<file path="config.mk">
export PLATFORM = sky130hd
export DESIGN_NAME = apvt_matrix
export DESIGN_NICKNAME = d
export VERILOG_FILES = /design/src/rtl/apvt_pkg.sv /design/src/rtl/apvt_matrix.sv
export SDC_FILE = /design/constraint.sdc
export NUM_CORES = 1
export LEC_CHECK = 0
export BUFFER_PORTS_ARGS = -buffer_cell sky130_fd_sc_hd__buf_2
export CAP_MARGIN = 20
export CORE_AREA = 2 2 202 204
export CTS_CLUSTER_SIZE = 16
export DETAILED_ROUTE_END_ITERATION = 6
export DIE_AREA = 0 0 204 206
export GPL_TIMING_DRIVEN = 0
export PLACE_DENSITY = 0.65
export SLEW_MARGIN = 10
export SYNTH_ARGS = -nofsm -noshare
export SYNTH_HDL_FRONTEND = slang
export SYNTH_SLANG_ARGS = --single-unit
</file>
<file path="constraint.sdc">
create_clock -name i_clk -period 2.1 [get_ports i_clk]
set_input_delay 0.42 -clock i_clk [delete_from_list [all_inputs] [get_ports i_clk]]
set_output_delay 0.42 -clock i_clk [all_outputs]
set_load 0.01 [all_outputs]
</file>
<file path="src/rtl/apvt_pkg.sv">
// Shared widths, types and codes for the affine point/vector transform.
package apvt_pkg;

    localparam int DATA_WIDTH = 32;
    localparam int FRAC_BITS  = 16;
    localparam int MAT_DIM    = 4;
    localparam int OUT_ROWS   = 3;
    localparam int IDX_W      = 2;

    localparam int PROD_W = 2 * DATA_WIDTH;
    localparam int PAIR_W = PROD_W + 1;
    localparam int SUM_W  = PROD_W + 2;

    // Input tdata layout, lowest bit first
    localparam int ROW_LSB   = 0;
    localparam int COL_LSB   = ROW_LSB + IDX_W;
    localparam int ENTRY_LSB = COL_LSB + IDX_W;
    localparam int X_LSB     = ENTRY_LSB + DATA_WIDTH;
    localparam int Y_LSB     = X_LSB + DATA_WIDTH;
    localparam int Z_LSB     = Y_LSB + DATA_WIDTH;
    localparam int IN_BITS   = Z_LSB + DATA_WIDTH;
    localparam int IN_TDATA_W  = ((IN_BITS + 7) / 8) * 8;
    localparam int OUT_TDATA_W = ((OUT_ROWS * DATA_WIDTH + 7) / 8) * 8;

    localparam int IN_TUSER_W  = 2;
    localparam int OUT_TUSER_W = 2;
    localparam int TU_OP       = 0;
    localparam int TU_IS_POINT = 1;
    localparam int TU_RES_PT   = 0;
    localparam int TU_OVF      = 1;

    typedef enum logic {
        OP_LOAD  = 1'b0,
        OP_XFORM = 1'b1
    } t_op;

    typedef logic signed [DATA_WIDTH-1:0] t_word;
    typedef logic signed [PROD_W-1:0]     t_prod;
    typedef logic signed [PAIR_W-1:0]     t_pair;
    typedef logic signed [SUM_W-1:0]      t_sum;
    typedef logic        [IDX_W-1:0]      t_idx;

    typedef t_word t_row_vec [MAT_DIM];
    typedef t_row_vec t_matrix [OUT_ROWS];

    // Per-stage load enables shared by every row lane
    typedef struct packed {
        logic en_mul;
        logic en_pair;
        logic en_sum;
    } t_stage_en;

endpackage

</file>
<file path="src/rtl/apvt_matrix.sv">
// Matrix entry storage; only the rows that feed results are kept.
module apvt_matrix (
    input  logic                  i_clk,
    input  logic                  i_rst_n,
    input  logic                  i_we,
    input  apvt_pkg::t_idx        i_row,
    input  apvt_pkg::t_idx        i_col,
    input  apvt_pkg::t_word       i_value,
    output apvt_pkg::t_matrix     o_rows
);

    apvt_pkg::t_matrix r_mat;
    logic              n_row_kept;

    // Fourth row is never read: drop its writes
    assign n_row_kept = (i_row < apvt_pkg::IDX_W'(apvt_pkg::OUT_ROWS));

    always_ff @(posedge i_clk) begin
        if (!i_rst_n) begin
            for (int r = 0; r < apvt_pkg::OUT_ROWS; r++) begin
                for (int c = 0; c < apvt_pkg::MAT_DIM; c++) begin
                    r_mat[r][c] <= '0;
                end
            end
        end else if (i_we && n_row_kept) begin
            r_mat[i_row][i_col] <= i_value;
        end
    end

    assign o_rows = r_mat;

endmodule

</file>
# Word level (Yosys, flattened, before mapping)
# Cells that the tools add are included.
# Widths: inputs -> output; s select.
[classes]
n_mux = 5
bitwise = 2
magnitude_cmp = 5
n_reduce_logical = 3
[op_table]
columns = ["op", "n"]
rows = [
  ["$bwmux 384", 1],
  ["$demux 128 s2", 1],
  ["$mux 128", 1],
  ["$demux 32 s2", 1],
  ["$mux 32", 1],
  ["$ge 3x3->1 const B", 2],
  ["$lt 3x1->1 const B", 2],
  ["$not 2->3", 2],
  ["$logic_and 1x1->1", 3],
  ["$lt 2x2->1 const B", 1],
]
[word_totals]
ff_bits = 384

# Logic depth before layout (Yosys ltp)
[depth]
word_depth = 8
mapped_depth = 5
mapped_depth_nobuf = 3

# Worst setup path after synthesis
# Ideal clock, no wire load.
[synth_path]
kind = "input -> register"
from = "in i_col[0]"
to = "reg r_mat, in the netlist o_rows[299]"
arrival_time_ps = 1337
t_required_ps = 1968
slack_ps = 630
setup_time_ps = 132
stages = 5
cell_sequence = "nand3b_1 > or3_1 > buf_6 > buf_8 > mux2i_1"
[synth_between]
elab_chain_len = 8
elab_cells_between_ends = 9
classes_between = "order compare: 2; mux: 5; bitwise: 1; reduce/logical: 1"
[synth_rtl]
columns = ["element", "line_no", "rtl"]
rows = [
  ["from (decl)", "apvt_matrix.sv:7", "input apvt_pkg::t_idx i_col,"],
  ["$not 2->3 (not written as such) (*)", "apvt_matrix.sv:26", "r_mat[i_row][i_col] <= i_value;"],
  ["$ge 3x3->1 (not written as such) / $lt 3x1->1 (equally long branches)", "apvt_matrix.sv:26", ""],
  ["$logic_and 1x1->1 (not written as such)", "apvt_matrix.sv:26", ""],
  ["$mux 32 (not written as such)", "apvt_matrix.sv:26", ""],
  ["$demux 32 s2 (*)", "apvt_matrix.sv:26", ""],
  ["$mux 128 (not written as such) (*)", "apvt_matrix.sv:26", ""],
  ["$demux 128 s2 (*)", "apvt_matrix.sv:26", ""],
  ["$bwmux 384 (*)", "apvt_matrix.sv:26", ""],
  ["to (signal, indexed assignment)", "apvt_matrix.sv:26", ""],
  ["to (decl)", "apvt_matrix.sv:12", "apvt_pkg::t_matrix r_mat;"],
]
# Mark *: on every way between the ends. The rest lies on a longest branch, timed or not.
# A chain may end at the register's enable or synchronous reset.

# Worst setup path after layout
[layout_path]
from = "in i_col[1]"
to = "reg r_mat, in the netlist o_rows[193]"
# Same word-level chain as after synthesis.

==> implementation parameters <==
Parameter                              Value

Timing
  Final worst-path setup slack ... 0.480 ns
  Min Tclk post-route ... 1.62 ns
  Final Hold Fails ... 0
  Slew of the pin with the lowest slew margin ... 1.09 ns
  Final setup violation count ... 0
  Hold Slack ... 0.164 ns
  Portion of the clock cycle consumed by the worst path in the final layout ... 77.1%
  Achievable frequency ... 0.617 GHz
  Clock skew after layout ... 0 ns
  Count of pins over their slew limit ... 0
  Relative max-transition margin ... 27.3%
  RSZ-0062 raised after global routing ... false

Die
  Num rows ... 74
  Initial standard-cell utilization of the core ... 34.5%
  Die Width ... 204 µm
  I/O pin count ... 423
  Die outline height ... 206 µm
  Area of the placeable core ... 40200 µm²
  Die area ... 42000 µm²

Worst hold path
  Hold/Removal Path Class ... in -> reg
  Instance count along the most critical hold path ... 3

Synth
  Number of flops mapped to enable cells by yosys ... 0
  Post-synthesis sequential element count ... 384
  Cells after Synth ... 1322
  Per-instance average area after synthesis ... 10.5 µm²
  Post-synthesis instance area ... 13800 µm²
  Count of different cell masters after synthesis ... 17
  Warnings from Yosys ... 0
  Sequential share of the synthesized area ... 55.5%
  Asr flop ratio synth ... 0%
  Commonest register cell after synthesis ... sky130_fd_sc_hd__dfxtp_1
  Synthesized Nets ... 1361

CTS
  Root cell of the clock tree ... sky130_fd_sc_hd__clkbuf_16
  Clock-pin slew on the worst setup and hold paths ... 0.06 ns
  Cts-stage hold buffer count ... 0
  Clock Sinks ... 384
  Cts repair resizes ... 0
  Postcts setup bufs ... 0
  CTS max path bufs ... 3
  Number of buffers created by CTS ... 41
  CTS tree ... done
  Number of H-tree branching levels ... 2
  Clock latency reported for the late side of the worst-skew pair ... 0.54 ns

Worst setup path
  Setup slack of the worst register-to-register path ... 1.43 ns
  FF-to-FF path depth ... 2
  Crit path DAT ... 2.09 ns
  Worst Setup Start Kind ... primary input
  Classification of the worst setup path ... in -> reg
  Critical Path End Type ... register
  Critical path required time ... 2.57 ns
  Crit path max fanout ... 10

Power
  Worst IR Drop VDD ... 0.589 mV
  Power per cell area ... 881 nW/µm²
  Overall power after layout ... 0.0159 W
  Leakage power ... 9.08 nW

Placement
  Worst slack, placed ... -0.133 ns
  Port-buffer cells ... 421
  Post-detailed-placement half-perimeter wirelength ... 35.6 mm
  Placer congestion estimate ... 0.810
  Placed Cells ... 2275

Cells and area
  Most common library cell in the layout ignoring fill and taps ... sky130_fd_sc_hd__buf_2
  Number of flip-flops in the largest register ... 384
  Share of final-layout standard cells stronger than drive strength 1 ... 29.6%
  Final standard cell count with taps included and fillers excluded ... 2349
  Post-synthesis to final-layout area growth ... 30.3%
  Filler cell count in the final layout ... 3887
  Leading cell types in the layout, fill and taps excluded ... sky130_fd_sc_hd__buf_2 (452), sky130_fd_sc_hd__nand2_1 (417), sky130_fd_sc_hd__mux2i_1 (384), sky130_fd_sc_hd__dfxtp_1 (384), sky130_fd_sc_hd__clkbuf_1 (75)
  # nets final ... 1825

Detailed routing
  DR vias ... 11100
  Count of unresolved DRC violations after routing ... 0
  Vias per inst ... 4.73
  Number of DRC markers in iteration 0 ... 402
  Wire length reported by the detailed router ... 48.4 mm
  DRT Pass-1 Iters ... 5
  Detail Route Antenna Nets ... 0
  Wire per inst ... 20.6 µm

Job
  Count of max-cap constraint violations ... 0

Run status
  Run status ... finished clean

Global routing
  Maximum number of pins on one net before global-route repair ... 14
  First-pass GRT wire length ... 69.6 mm
  Antenna violations before repair ... 3
  GRT Overall Usage ... 22.3%
  Number of global-route vias before repair ... 11100
  Grt total ovfl ... 0
[power by group]
group          leakage (nW)  switching (W)  internal, W
registers              3.10      0.0000484      0.00738
logic                  5.28       0.000592     0.000241
clock network         0.701        0.00296      0.00468
total                  9.08        0.00360       0.0123
[cell usage after synthesis (3+ instances only)]
library cell	number	share of area (%)
sky130_fd_sc_hd__buf_2	31	1.1
sky130_fd_sc_hd__or3_1	3	0.14
sky130_fd_sc_hd__dfxtp_1	384	56
sky130_fd_sc_hd__buf_12	5	0.72
sky130_fd_sc_hd__buf_4	6	0.33
sky130_fd_sc_hd__buf_1	6	0.16
sky130_fd_sc_hd__mux2i_1	384	28
sky130_fd_sc_hd__clkbuf_1	65	1.8
sky130_fd_sc_hd__nand3b_1	4	0.22
sky130_fd_sc_hd__nand2_1	417	11
sky130_fd_sc_hd__nor2_2	6	0.27
sky130_fd_sc_hd__buf_6	5	0.41
[layer usage]
layer  routed length (µm)  vias to the layer above  global-route usage (%)
met5                    0                        -                       0
met1                20700                     5385                    27.5
met2                22700                      389                    37.3
met4                 1260                        0                    6.99
met3                 3780                       73                    7.02
li1                     -                     5254                       -
[layout make-up]
| class | count | area, µm² | area share, % |
|---|---|---|---|
| well taps | 532 | 666 | 3.69 |
| clock buffers | 62 | 1240 | 6.86 |
| plain buffers | 119 | 638 | 3.54 |
| repair buffers | 421 | 2110 | 11.7 |
| diodes | 1 | 2.50 | 0.0139 |
| multi-input cells | 819 | 5520 | 30.6 |
| clock inverters | 11 | 188 | 1.04 |
| flip-flops and latches | 384 | 7690 | 42.6 |
[critical path, stage by stage]
cell                       delay, ns
sky130_fd_sc_hd__buf_2          0.12
sky130_fd_sc_hd__nand3b_1       0.22
sky130_fd_sc_hd__nor2_2         0.67
sky130_fd_sc_hd__buf_2          0.43
sky130_fd_sc_hd__mux2i_1        0.23
[worst paths after layout]
| path | endpoint | from |
|---|---|---|
| setup / recovery | o_rows[193] | i_col[1] |
| hold / removal | o_rows[46] | i_value[14] |
| setup reg to reg | o_rows[310] | o_rows[310] |
| hold reg to reg | o_rows[171] | o_rows[171] |
[logic make-up (layout without fill, tap and decap cells)]
group / after synthesis / count (layout) / synth area share [%]
buffers and inverters: 119 / 613 / 4.61
DFF: 384 / 384 / 55.5
muxes: 384 / 384 / 27.8
and+or+nand+nor: 435 / 435 / 12.1
other: 0 / 1 / 0
[metrics by stage]
step	util [%]	area [µm²]	TNS [ns]
5_1_grt	44.9	18000	0
3_5_place_dp	41.4	16600	-4.16
2_1_floorplan	-	13800	0
6_report	44.9	18000	0
3_3_place_gp	41.4	16600	-3.03
4_1_cts	44.9	18000	0
Power figures use the tool's default switching activity.
